### config.mk
export PLATFORM = sky130hd
export DESIGN_NAME = ook_repeat_packet_receiver
export DESIGN_NICKNAME = d
export VERILOG_FILES = /design/src/hw/rtl/ookr_pkg.sv /design/src/hw/rtl/ookr_slicer.sv /design/src/hw/rtl/ookr_search.sv /design/src/hw/rtl/ook_repeat_packet_receiver.sv
export SDC_FILE = /design/constraint.sdc
export NUM_CORES = 1
export LEC_CHECK = 0
export ABC_AREA = 1
export BUFFER_PORTS_ARGS = -buffer_cell sky130_fd_sc_hd__buf_2
export CORE_UTILIZATION = 55
export DETAILED_ROUTE_END_ITERATION = 8
export PLACE_DENSITY = 0.77
export SYNTH_ARGS = -nofsm -noshare
export SYNTH_HDL_FRONTEND = slang
export SYNTH_SLANG_ARGS = --single-unit
### constraint.sdc
create_clock -name clk_i -period 5.9 [get_ports clk_i]
set_input_delay 1.18 -clock clk_i [delete_from_list [all_inputs] [get_ports clk_i]]
set_output_delay 1.18 -clock clk_i [all_outputs]
set_load 0.02 [all_outputs]
### src/hw/rtl/ookr_pkg.sv
// Package for the OOK repeat packet receiver: sizes, register map, payload
// structs, inter-module control structs and state encodings.
// No dependencies; every other RTL file imports it.
`default_nettype none

package ookr_pkg;

  // Packet format and batch size
  localparam int unsigned Repeats   = 7;
  localparam int unsigned DataBits  = 8;
  localparam int unsigned ChanW     = 4;
  localparam int unsigned VoteW     = 16;
  localparam int unsigned MsW       = 8;
  localparam int unsigned SlotW     = 4;
  localparam int unsigned PlW       = 5;
  localparam int unsigned StoreAw   = $clog2(Repeats);
  localparam int unsigned CntW      = $clog2(Repeats + 1);
  localparam int unsigned LastSlot  = DataBits + 5;
  localparam int unsigned FirstData = 6;

  // Register map (APB, 32-bit registers at 4-byte steps)
  localparam int unsigned ApbDw    = 32;
  localparam int unsigned ApbAw    = 3;
  localparam int unsigned RegIdxW  = 1;
  localparam logic [RegIdxW-1:0] RegPulseLength  = 1'b0;
  localparam logic [RegIdxW-1:0] RegListenChannel = 1'b1;
  localparam logic [PlW-1:0]     PulseLengthRst   = PlW'(5);
  localparam logic [ChanW-1:0]   ListenChannelRst = ChanW'(3);

  // Channel payloads
  typedef struct packed {
    logic level;
    logic ms_tick;
  } in_item_t;

  typedef struct packed {
    logic                led;
    logic [DataBits-1:0] last_value;
    logic                receiving;
    logic                batch_done;
  } out_item_t;

  // Slicer to top: what the current sample does to the packet
  typedef struct packed {
    logic                receiving;
    logic                pkt_end;
    logic                match;
    logic [DataBits-1:0] data;
  } slice_evt_t;

  // Top to search unit: packet store write port
  typedef struct packed {
    logic               en;
    logic [StoreAw-1:0] addr;
    logic [DataBits-1:0] data;
  } store_wr_t;

  // Top to search unit: start of a duplicate search
  typedef struct packed {
    logic            start;
    logic [CntW-1:0] count;
  } search_req_t;

  // Search unit to top: search outcome
  typedef struct packed {
    logic                done;
    logic                found;
    logic [DataBits-1:0] value;
  } search_rsp_t;

  // Top-level control states
  typedef enum logic [2:0] {
    ST_RUN  = 3'b001,
    ST_KICK = 3'b010,
    ST_WAIT = 3'b100
  } top_state_e;

  // Search sequencer states
  typedef enum logic [4:0] {
    SR_IDLE   = 5'b00001,
    SR_REFRD  = 5'b00010,
    SR_REFCAP = 5'b00100,
    SR_CMP    = 5'b01000,
    SR_DONE   = 5'b10000
  } srch_state_e;

endpackage

`default_nettype wire

### src/hw/rtl/ookr_slicer.sv
// Sync detection, slot timing and slot voting for the OOK receiver.
// Depends on ookr_pkg. Updates its state on each accepted sample.
`default_nettype none

module ookr_slicer
  import ookr_pkg::*;
(
  input  logic             clk_i,
  input  logic             rst_ni,
  input  logic             step_i,
  input  logic             clear_i,
  input  in_item_t         item_i,
  input  logic [PlW-1:0]   pulse_length_i,
  input  logic [ChanW-1:0] listen_channel_i,
  output slice_evt_t       evt_o
);

  localparam logic signed [VoteW-1:0] VoteMax = {1'b0, {(VoteW-1){1'b1}}};
  localparam logic signed [VoteW-1:0] VoteMin = {1'b1, {(VoteW-1){1'b0}}};

  logic                    prev_q, prev_d;
  logic                    inp_q, inp_d;
  logic [MsW-1:0]          ms_q, ms_d;
  logic [SlotW-1:0]        slot_q, slot_d;
  logic [SlotW-1:0]        dec_q, dec_d;
  logic signed [VoteW-1:0] vote_q, vote_d;
  logic [ChanW-1:0]        chan_q, chan_d;
  logic [DataBits-1:0]     data_q, data_d;

  logic [PlW-1:0]   slot_len;
  logic [MsW-1:0]   win_lo;
  logic [MsW-1:0]   win_hi;
  logic             bitval;
  logic             bad_sync;
  logic             match;
  logic             pkt_end;

  assign slot_len = (pulse_length_i == '0) ? PlW'(1) : pulse_length_i;
  assign win_lo   = (pulse_length_i == '0) ? '0 : MsW'(pulse_length_i - PlW'(1));
  assign win_hi   = MsW'({1'b0, pulse_length_i} + (PlW+1)'(1));

  // Next state for one sample: tick, then edge, then vote, then slot decision
  always_comb begin
    prev_d   = item_i.level;
    inp_d    = inp_q;
    ms_d     = ms_q;
    slot_d   = slot_q;
    dec_d    = dec_q;
    vote_d   = vote_q;
    chan_d   = chan_q;
    data_d   = data_q;
    bitval   = 1'b0;
    bad_sync = 1'b0;
    match    = 1'b0;
    pkt_end  = 1'b0;

    // millisecond tick
    if (item_i.ms_tick) begin
      if (inp_q) begin
        if ((ms_q + MsW'(1)) >= MsW'(slot_len)) begin
          ms_d   = '0;
          slot_d = slot_q + SlotW'(1);
        end else begin
          ms_d = ms_q + MsW'(1);
        end
      end else if (ms_q != {MsW{1'b1}}) begin
        ms_d = ms_q + MsW'(1);
      end
    end

    // sync search on level edges
    if (!inp_q && (item_i.level != prev_q)) begin
      if (item_i.level && (ms_d >= win_lo) && (ms_d <= win_hi)) begin
        inp_d  = 1'b1;
        slot_d = '0;
        dec_d  = '0;
        vote_d = '0;
        chan_d = '0;
      end
      ms_d = '0;
    end

    if (inp_d) begin
      // saturating vote
      if (item_i.level) begin
        if (vote_d != VoteMax) vote_d = vote_d + VoteW'(1);
      end else begin
        if (vote_d != VoteMin) vote_d = vote_d - VoteW'(1);
      end

      // slot finished
      if (dec_d != slot_d) begin
        bitval   = (vote_d > 0);
        vote_d   = '0;
        bad_sync = ((dec_d == SlotW'(0)) && !bitval) || ((dec_d == SlotW'(1)) && bitval);
        if (bad_sync) begin
          inp_d  = 1'b0;
          slot_d = '0;
          dec_d  = '0;
          ms_d   = '0;
        end else begin
          match = (chan_d == listen_channel_i);
          if ((dec_d >= SlotW'(2)) && (dec_d < SlotW'(FirstData))) begin
            chan_d = {chan_d[ChanW-2:0], bitval};
          end else if ((dec_d >= SlotW'(FirstData)) && match) begin
            data_d = {data_d[DataBits-2:0], bitval};
          end
          if (dec_d >= SlotW'(LastSlot)) begin
            pkt_end = 1'b1;
            inp_d   = 1'b0;
            slot_d  = '0;
            dec_d   = '0;
            ms_d    = '0;
          end else begin
            dec_d = slot_d;
          end
        end
      end
    end
  end

  assign evt_o.receiving = inp_d;
  assign evt_o.pkt_end   = pkt_end;
  assign evt_o.match     = match;
  assign evt_o.data      = data_d;

  // control state
  always_ff @(posedge clk_i or negedge rst_ni) begin
    if (!rst_ni) begin
      prev_q <= 1'b0;
      inp_q  <= 1'b0;
      ms_q   <= '0;
      slot_q <= '0;
      dec_q  <= '0;
      vote_q <= '0;
      chan_q <= '0;
    end else if (step_i) begin
      prev_q <= prev_d;
      inp_q  <= inp_d;
      ms_q   <= ms_d;
      slot_q <= slot_d;
      dec_q  <= dec_d;
      vote_q <= vote_d;
      chan_q <= chan_d;
    end
  end

  // data shifter: the store entry being filled, shifted only while the channel matches
  always_ff @(posedge clk_i or negedge rst_ni) begin
    if (!rst_ni) begin
      data_q <= '0;
    end else if (step_i) begin
      data_q <= clear_i ? '0 : data_d;
    end
  end

endmodule

`default_nettype wire

### src/hw/rtl/ookr_search.sv
// Packet store and duplicate search unit: one 8-bit comparator walked over
// stored pairs by a small sequencer. Depends on ookr_pkg.
`default_nettype none

module ookr_search
  import ookr_pkg::*;
(
  input  logic        clk_i,
  input  logic        rst_ni,
  input  store_wr_t   wr_i,
  input  search_req_t req_i,
  output search_rsp_t rsp_o
);

  logic [DataBits-1:0] mem_q [Repeats];
  logic [DataBits-1:0] rdata_q;
  logic [StoreAw-1:0]  raddr;

  srch_state_e         state_q, state_d;
  logic [StoreAw-1:0]  i_q, i_d;
  logic [StoreAw-1:0]  l_q, l_d;
  logic [StoreAw-1:0]  last_q, last_d;
  logic [DataBits-1:0] ref_q, ref_d;
  logic                found_q, found_d;
  logic [DataBits-1:0] value_q, value_d;

  // Store: one write port, one registered read port
  always_ff @(posedge clk_i) begin
    if (wr_i.en) mem_q[wr_i.addr] <= wr_i.data;
    rdata_q <= mem_q[raddr];
  end

  // Sequencer: highest reference index first, first hit wins
  always_comb begin
    state_d = state_q;
    i_d     = i_q;
    l_d     = l_q;
    last_d  = last_q;
    ref_d   = ref_q;
    found_d = found_q;
    value_d = value_q;
    raddr   = '0;
    unique case (state_q)
      SR_IDLE: begin
        if (req_i.start) begin
          found_d = 1'b0;
          last_d  = StoreAw'(req_i.count - CntW'(1));
          i_d     = StoreAw'(req_i.count - CntW'(1));
          state_d = (req_i.count < CntW'(2)) ? SR_DONE : SR_REFRD;
        end
      end
      SR_REFRD: begin
        raddr   = i_q;
        l_d     = '0;
        state_d = SR_REFCAP;
      end
      SR_REFCAP: begin
        raddr   = l_q;
        ref_d   = rdata_q;
        state_d = SR_CMP;
      end
      SR_CMP: begin
        raddr = (l_q == last_q) ? '0 : l_q + StoreAw'(1);
        if ((l_q != i_q) && (rdata_q == ref_q)) begin
          found_d = 1'b1;
          value_d = ref_q;
          state_d = SR_DONE;
        end else if (l_q == last_q) begin
          if (i_q == '0) begin
            state_d = SR_DONE;
          end else begin
            i_d     = i_q - StoreAw'(1);
            state_d = SR_REFRD;
          end
        end else begin
          l_d = l_q + StoreAw'(1);
        end
      end
      SR_DONE: begin
        state_d = SR_IDLE;
      end
      default: begin
        state_d = SR_IDLE;
      end
    endcase
  end

  assign rsp_o.done  = (state_q == SR_DONE);
  assign rsp_o.found = found_q;
  assign rsp_o.value = value_q;

  always_ff @(posedge clk_i or negedge rst_ni) begin
    if (!rst_ni) begin
      state_q <= SR_IDLE;
      found_q <= 1'b0;
    end else begin
      state_q <= state_d;
      found_q <= found_d;
    end
  end

  // sequencer datapath
  always_ff @(posedge clk_i) begin
    i_q     <= i_d;
    l_q     <= l_d;
    last_q  <= last_d;
    ref_q   <= ref_d;
    value_q <= value_d;
  end

endmodule

`default_nettype wire

### src/hw/rtl/ook_repeat_packet_receiver.sv
// A sample that ends no batch has its result registered in the cycle after transfer.
// A sample that ends a batch runs the duplicate search; its length is set by the single
// store read port. Throughput: one sample per cycle outside batch ends while the result
// is not stalled; no input taken while searching.
// Reset: asynchronous active low; registers at 5 ms and channel 3, state cleared.
// The packet store needs no clearing: a search reads only entries of the current batch.
`default_nettype none

module ook_repeat_packet_receiver
  import ookr_pkg::*;
(
  input  logic             clk_i,
  input  logic             rst_ni,
  // sample channel
  input  logic             in_valid_i,
  output logic             in_stall_o,
  input  in_item_t         in_item_i,
  // result channel
  output logic             out_valid_o,
  input  logic             out_stall_i,
  output out_item_t        out_item_o,
  // configuration
  input  logic             psel,
  input  logic             penable,
  input  logic             pwrite,
  input  logic [ApbAw-1:0] paddr,
  input  logic [ApbDw-1:0] pwdata,
  output logic [ApbDw-1:0] prdata,
  output logic             pready
);

  logic [PlW-1:0]      pulse_length_q;
  logic [ChanW-1:0]    listen_channel_q;
  logic [RegIdxW-1:0]  reg_idx;
  logic                cfg_wr;

  top_state_e          state_q, state_d;
  logic [CntW-1:0]     good_q, good_d;
  logic [CntW-1:0]     bad_q, bad_d;
  logic [DataBits-1:0] chosen_q, chosen_d;
  logic                led_q, led_d;
  logic                out_valid_q, out_valid_d;
  out_item_t           out_item_q, out_item_d;

  logic                accept;
  logic                out_free;
  logic                batch_end;
  logic                data_clr;
  slice_evt_t          evt;
  store_wr_t           wr;
  search_req_t         req;
  search_rsp_t         rsp;

  // Configuration port
  assign pready  = 1'b1;
  assign reg_idx = paddr[ApbAw-1 -: RegIdxW];
  assign cfg_wr  = psel && penable && pwrite;

  always_comb begin
    unique case (reg_idx)
      RegPulseLength:   prdata = ApbDw'(pulse_length_q);
      RegListenChannel: prdata = ApbDw'(listen_channel_q);
      default:          prdata = '0;
    endcase
  end

  always_ff @(posedge clk_i or negedge rst_ni) begin
    if (!rst_ni) begin
      pulse_length_q   <= PulseLengthRst;
      listen_channel_q <= ListenChannelRst;
    end else if (cfg_wr) begin
      if (reg_idx == RegPulseLength)   pulse_length_q   <= pwdata[PlW-1:0];
      if (reg_idx == RegListenChannel) listen_channel_q <= pwdata[ChanW-1:0];
    end
  end

  // Input handshake: take a sample in the run state when the result register frees up
  assign out_free   = !out_valid_q || !out_stall_i;
  assign in_stall_o = !((state_q == ST_RUN) && out_free);
  assign accept     = in_valid_i && !in_stall_o;

  // Packet end that fills the batch; the shifter restarts once its entry is stored or the batch ends
  assign batch_end = evt.pkt_end &&
                     (({1'b0, good_q} + {1'b0, bad_q} + (CntW+1)'(1)) >= (CntW+1)'(Repeats));
  assign data_clr  = accept && evt.pkt_end && (evt.match || batch_end);

  ookr_slicer u_slicer (
    .clk_i            (clk_i),
    .rst_ni           (rst_ni),
    .step_i           (accept),
    .clear_i          (data_clr),
    .item_i           (in_item_i),
    .pulse_length_i   (pulse_length_q),
    .listen_channel_i (listen_channel_q),
    .evt_o            (evt)
  );

  // Store a matching packet at the current good count
  assign wr.en   = accept && evt.pkt_end && evt.match;
  assign wr.addr = StoreAw'(good_q);
  assign wr.data = evt.data;

  assign req.start = (state_q == ST_KICK);
  assign req.count = good_q;

  ookr_search u_search (
    .clk_i  (clk_i),
    .rst_ni (rst_ni),
    .wr_i   (wr),
    .req_i  (req),
    .rsp_o  (rsp)
  );

  // Batch control and result register
  always_comb begin
    state_d     = state_q;
    good_d      = good_q;
    bad_d       = bad_q;
    chosen_d    = chosen_q;
    led_d       = led_q;
    out_item_d  = out_item_q;
    out_valid_d = out_valid_q && out_stall_i;
    unique case (state_q)
      ST_RUN: begin
        if (accept) begin
          if (evt.pkt_end) begin
            if (evt.match) good_d = good_q + CntW'(1);
            else           bad_d  = bad_q + CntW'(1);
          end
          if (batch_end) begin
            state_d = ST_KICK;
          end else begin
            out_valid_d           = 1'b1;
            out_item_d.led        = led_q;
            out_item_d.last_value = chosen_q;
            out_item_d.receiving  = evt.receiving;
            out_item_d.batch_done = 1'b0;
          end
        end
      end
      ST_KICK: begin
        state_d = ST_WAIT;
      end
      ST_WAIT: begin
        if (rsp.done) begin
          chosen_d              = rsp.found ? rsp.value : chosen_q;
          led_d                 = chosen_d[0];
          good_d                = '0;
          bad_d                 = '0;
          out_valid_d           = 1'b1;
          out_item_d.led        = chosen_d[0];
          out_item_d.last_value = chosen_d;
          out_item_d.receiving  = 1'b0;
          out_item_d.batch_done = 1'b1;
          state_d               = ST_RUN;
        end
      end
      default: begin
        state_d = ST_RUN;
      end
    endcase
  end

  always_ff @(posedge clk_i or negedge rst_ni) begin
    if (!rst_ni) begin
      state_q     <= ST_RUN;
      good_q      <= '0;
      bad_q       <= '0;
      chosen_q    <= '0;
      led_q       <= 1'b0;
      out_valid_q <= 1'b0;
    end else begin
      state_q     <= state_d;
      good_q      <= good_d;
      bad_q       <= bad_d;
      chosen_q    <= chosen_d;
      led_q       <= led_d;
      out_valid_q <= out_valid_d;
    end
  end

  // result payload
  always_ff @(posedge clk_i) begin
    out_item_q <= out_item_d;
  end

  assign out_valid_o = out_valid_q;
  assign out_item_o  = out_item_q;

endmodule

`default_nettype wire

## Word-level counts from Yosys, hierarchy flattened

Memories as Yosys holds them, arrays and structs flattened. A register that Yosys moved wholly into a read port is not among the register bits.
Cells that the tools add are included.

- Bits of input ports: 44
- Memory bits (writable): 56
- Output and inout port bits: 46
- Word-level logic and storage cells: 229
- Register bits after elaboration: 116
- Memories kept: 1

- Add/sub/neg operators: 13
- Eq/ne operators: 32
- Order comparisons: 10
- Reduce and logical (&&, ||, !) cells: 44
- Bitwise logic cells: 1
- Multiplexer cells: 101

Memories:

| memory | words | width | read ports | clocked after Yosys merged registers in | wr ports | line | RTL |
|---|---|---|---|---|---|---|---|
| u_search.mem_q | 7 | 8 | 1 | 1 | 1 | ookr_search.sv:15 | `logic [DataBits-1:0] mem_q [Repeats];` |

Operators with widths:

| cell | count |
|---|---|
| $mux 8 | 17 |
| $mux 16 | 8 |
| $mux 4 | 19 |
| $pmux 32 s2 | 1 |
| $mux 3 | 17 |
| $mux 11 | 3 |
| $ne 16x16->1 const B | 2 |
| $mux 5 | 6 |
| $pmux 3 s2 | 4 |
| $pmux 11 s2 | 1 |
| $mux 1 | 20 |
| $pmux 5 s4 | 1 |
| $ne 2x2->1 const B | 9 |
| $pmux 3 s3 | 2 |
| $logic_and 1x1->1 | 17 |
| $add 16x2->16 const B | 1 |
| $gt 16x1->1 const B | 1 |
| $sub 16x2->16 const B | 1 |
| $reduce_and 5->1 | 3 |
| $reduce_and 2->1 | 6 |
| $add 3x1->3 const B | 3 |
| $reduce_and 3->1 | 3 |
| $add 4x1->4 const B | 2 |
| $add 8x1->8 const B | 1 |
| other kinds (39) | 53 |

## Logic depth before layout (Yosys ltp)

- Depth after elaboration: 26
- Mapped depth: 61
- Depth with buffers taken out: 57

## Modules after synthesis

From an unflattened synthesis, not the netlist that was laid out.

- Cells, all modules: 1459
- Area, all modules: 11333.4 um^2

Modules (own cells, without submodules):

| module | sequential area each (um^2) | area each (um^2) | cells an instance | times used |
|---|---|---|---|---|
| ookr_slicer | 1151.1 | 4908.5 | 803 | 1 |
| ookr_search | 2743.9 | 4239.1 | 386 | 1 |
| ook_repeat_packet_receiver | 982.2 | 2185.8 | 270 | 1 |

## Least setup slack after synthesis

Ideal clock, no wire load.

- Path type: register -> register
- Start point: register pulse_length_q[0]
- End point: memory u_search.mem_q[0][0], data pin
- Library setup time: 0.272 ns
- Required time: 5.628 ns
- Cell stages (with the launch flop): 56
- Path buffers: 4
- Period minus slack after synthesis: 6.009 ns
- Data arrival time: 5.737 ns
- Setup slack: -0.109 ns
- Path through: dfstp_2 -> inv_1 -> ha_1 -> inv_1 -> nor2_1 -> nand2_1 -> nor2_1 -> nor2_1 -> inv_1 -> ha_1 -> o21ai_0 -> nand2_1 -> nand3_1 -> nand2_1 -> nand2_1 -> nand3_1 -> a21oi_1 -> inv_1 -> [... 20 more ...] -> nand3_1 -> inv_1 -> nand2_1 -> inv_2 -> nand2_2 -> buf_6 -> nand2_1 -> nand2_1 -> nand2_1 -> nor2_1 -> nand3_1 -> nor2_1 -> nand2_2 -> nand3_4 -> nand3_2 -> nor2_4 -> nand2_1 -> and2_1

RTL lines:

| item | line | RTL |
|---|---|---|
| from (decl) | ook_repeat_packet_receiver.sv:32 | `logic [PlW-1:0] pulse_length_q;` |
| from (signal assigned) | ook_repeat_packet_receiver.sv:69 | `pulse_length_q <= PulseLengthRst;` |
| from (signal assigned) | ook_repeat_packet_receiver.sv:72 | `if (reg_idx == RegPulseLength) pulse_length_q <= pwdata[PlW-1:0];` |
| to (decl) | ookr_search.sv:15 |  |

==> summary.md <==
| Metric | Value |
|---|---|
| Status | `complete, but fails checks` |
| Failing checks | `setup timing` |
| Critical Path Start Type | `flop` |
| Worst Hold Class | `flop to flop` |
| CP delay by family, top | `simple AND/OR/NAND/NOR gates` |
| Starting Density | `56.3%` |
| IO Pins | `90` |
| Worst Setup End Kind | `flop` |
| Power Total | `4.97 mW` |
| Wire length per cell | `15.8 um` |
| Via count of the first global-routing pass | `8890` |
| Design area | `13200 um^2` |
| Setup Skew | `0.0117 ns` |
| Global Route Usage Sum | `between 20% and 30%` |
| Floorplan row count | `50` |
| WL final | `about 28 mm` |
| FMAX | `about 160 MHz` |
| Full die area | `19800 um^2` |
| Worst slew margin | `27.8%` |
| Worst-margin pin slew | `approximately 1.1 ns` |
| Final-report max-slew violation count | `0` |
| Antenna violations before repair | `0` |
| Die width | `around 140 um` |
| Commonest non-fill, non-tap cell in the layout | `nand2_1` |
| Worst path most repeated cell | `buf_4` |
| Top FF cell, synth | `edfxtp_1` |
| Largest net degree at the start of global routing | `62` |
| Mapped cell area | `10600 um^2` |
| Final worst slack | `-0.184 ns` |
| Synth top area cells | `edfxtp_1 26%, dfrtp_1 17%, nand2_1 12%` |
| CTS tree | `built` |
| EDFF count, synth | `91` |
| DR vias | `9720` |
| Crit-path slowest cell | `dfrtp_1` |
| Antenna Nets Post-Route | `0` |
| Period utilization | `103%` |
| Cts bufs inserted | `17` |
| Area grow syn2layout | `24.4%` |
| Syn. warnings | `0` |
| DP HPWL | `16.7 mm` |
| P per Cell Area | `377 nW/um^2` |
| Reg-to-reg slack, setup | `-0.18 ns` |
| Worst Path Max Fanout | `8` |
| CP max stage delay | `~0.4 ns` |
| Post-synthesis sequential area ratio | `46.0%` |
| # DRC | `0` |
| Clock slew seen by the registers of the worst setup and hold paths | `0.08 ns` |
| Via-per-instance ratio | `5.58` |
| Die Ht | `141 um` |
| FF+latch count, synth | `around 180` |
| First-pass GRT wire length | `42.0 mm` |
| Synth unique cells | `56` |
| Mean Syn Cell Area | `8.21 um^2` |
| Leakage power | `around 6.2 nW` |
| Final Critical Period | `roughly 6.1 ns` |
| H-tree depth | `4` |
| Post-synth ARST share | `44.4%` |
| Share of layout cells above drive strength 1 | `26.5%` |
| Iter 0 DRT Violations | `1111` |
| Grt total ovfl | `0` |
| Worst Path Class, Setup | `flop to flop` |
| Area after DPL | `11600 um^2` |
| Cell taking the most area after synthesis | `edfxtp_1` |
| Synth top area share | `between 20% and 30%` |
| Final setup vio count | `82` |
| Setup Total Neg Slack | `-10.56 ns` |
| Number of max-cap violations | `0` |
| Worst vdd ir | `roughly 0.00021 V` |
| Critical Path RT | `6.08 ns` |
| Skew-Pair Late Insertion Delay | `0.44 ns` |
| Drt pass-1 iters | `6` |
| Critical Path AT | `6.26 ns` |
| Critical path buffer and inverter count | `18` |
| Layout Nets | `about 1500` |
| Post-Syn Instances | `1292` |
| Area of the core | `18800 um^2` |
| Most frequent cells in the layout | `311 x nand2_1, 145 x buf_4, 111 x inv_1, 99 x o21ai_0, 93 x nor2_1` |
| Max Root-Sink Buffers | `2` |
| RSZ-0062 raised after global routing | `yes` |
| Final hold violations | `0` |
| RePlAce Congestion | `0.916` |
| Clock sink total | `178` |
| N_diodes | `0` |
| Port Buffers | `32` |
| WHS | `0.442 ns` |
| CTS root buffer | `clkbuf_16` |
## final cells by class
| cell class | instances | area, um^2 |
|---|---|---|
| Multi-Input combinational cell | 938 | 5410 |
| Clock inverter | 14 | 135 |
| Inverter | 139 | 529 |
| Sequential cell | 178 | 4880 |
| Clock buffer | 18 | 429 |
| Timing Repair Buffer | 194 | 1490 |
| Tap cell | 260 | 325 |
| Fill cell | 1250 | 5640 |
## repair_timing
| item | 4_1_cts | 5_1_grt |
|---|---|---|
| buffers inserted | 45 | 10 |
| gates cloned | 1 | 2 |
| hold buffers | 0 | 0 |
| setup endpoints to repair | 139 | 157 |
| pin swaps | 39 | 48 |
| endpoints found under the hold margin | 0 | 0 |
| resized for setup | 46 | 91 |
## power by group
part | internal [mW] | switching, mW | leakage, nW
Clock | 0.560 | 0.531 | 0.272
Sequential | 1.52 | 0.128 | 1.93
Combinational | 0.935 | 1.30 | 4.00
## synthesized netlist by cell type (6+ instances only)
cell,instances
a21oi_1,28
and2_1,6
buf_4,30
buf_6,6
clkbuf_1,25
dfrtp_1,73
dfstp_2,6
dfxtp_1,8
edfxtp_1,91
ha_1,34
inv_1,123
inv_2,12
nand2_1,346
nand2_2,10
nand3_1,102
nand3_2,9
nand3b_1,7
nand4_1,16
nor2_1,106
nor2_2,7
nor2_4,7
nor3_1,12
o211ai_1,6
o21ai_0,103
o21ai_1,16
xnor2_1,18
xor2_1,22
## cells by family after synthesis
group | after synthesis | share of synthesized area [%]
xor+xnor | 40 | 3.30
compound gates | 188 | 10.1
simple gates | 644 | 27.3
fa+ha+maj | 35 | 4.20
mux | 2 | 0.212
other cells | 2 | 0.0708
flops | 178 | 46.0
buf+inv | 203 | 8.80
## registers in the layout (all words and copies together) (netlist names), 3 cells and up
signal / cells
state_q: 3
bad_q: 3
u_slicer.ms_q: 8
u_search.rdata_q: 8
u_search.mem_q: 56
u_slicer.dec_q: 4
u_search.i_q: 3
u_slicer.chan_q: 4
out_item_o: 10
u_slicer.vote_q: 16
listen_channel_q: 4
u_search.value_q: 8
u_slicer.data_q: 8
good_q: 3
u_search.l_q: 3
pulse_length_q: 5
u_search.last_q: 3
chosen_q: 8
u_search.state_q: 5
u_search.ref_q: 8
u_slicer.slot_q: 4
## metrics by stage
| stage | utilization (%) | worst slack [ns] | instances |
|---|---|---|---|
| after floorplan | - | 0.0158 | 1318 |
| after global placement | 61.8 | -0.357 | 1652 |
| after detailed placement | 61.8 | -0.438 | 1652 |
| after CTS | 67.5 | -0.0000195 | 1729 |
| after global routing | 70.1 | -0.458 | 1741 |
| final | 70.1 | -0.184 | 1741 |
## worst paths after layout
check | end | depth (start not counted) | from
worst max-delay path | u_search.mem_q[2][0] | 43 | pulse_length_q[1]
worst min-delay path | u_search.ref_q[6] | 0 | u_search.rdata_q[6]
worst max register to register | u_search.mem_q[2][0] | 43 | pulse_length_q[1]
worst min register to register | u_search.ref_q[6] | 0 | u_search.rdata_q[6]
max in group asynchronous | u_slicer.vote_q[10] | 2 | rst_ni
min in group asynchronous | pulse_length_q[1] | 1 | rst_ni
## per-layer routing
layer | up-vias | GRT usage, % | part of all wire [%]
met5 | - | 0 | 0
met4 | 0 | 9.95 | 2.9
met3 | 99 | 4.28 | 7.0
met2 | 492 | 45.2 | 49
met1 | 4541 | 34.1 | 41
li1 | 4588 | - | -
Power figures use the tool's default switching activity.
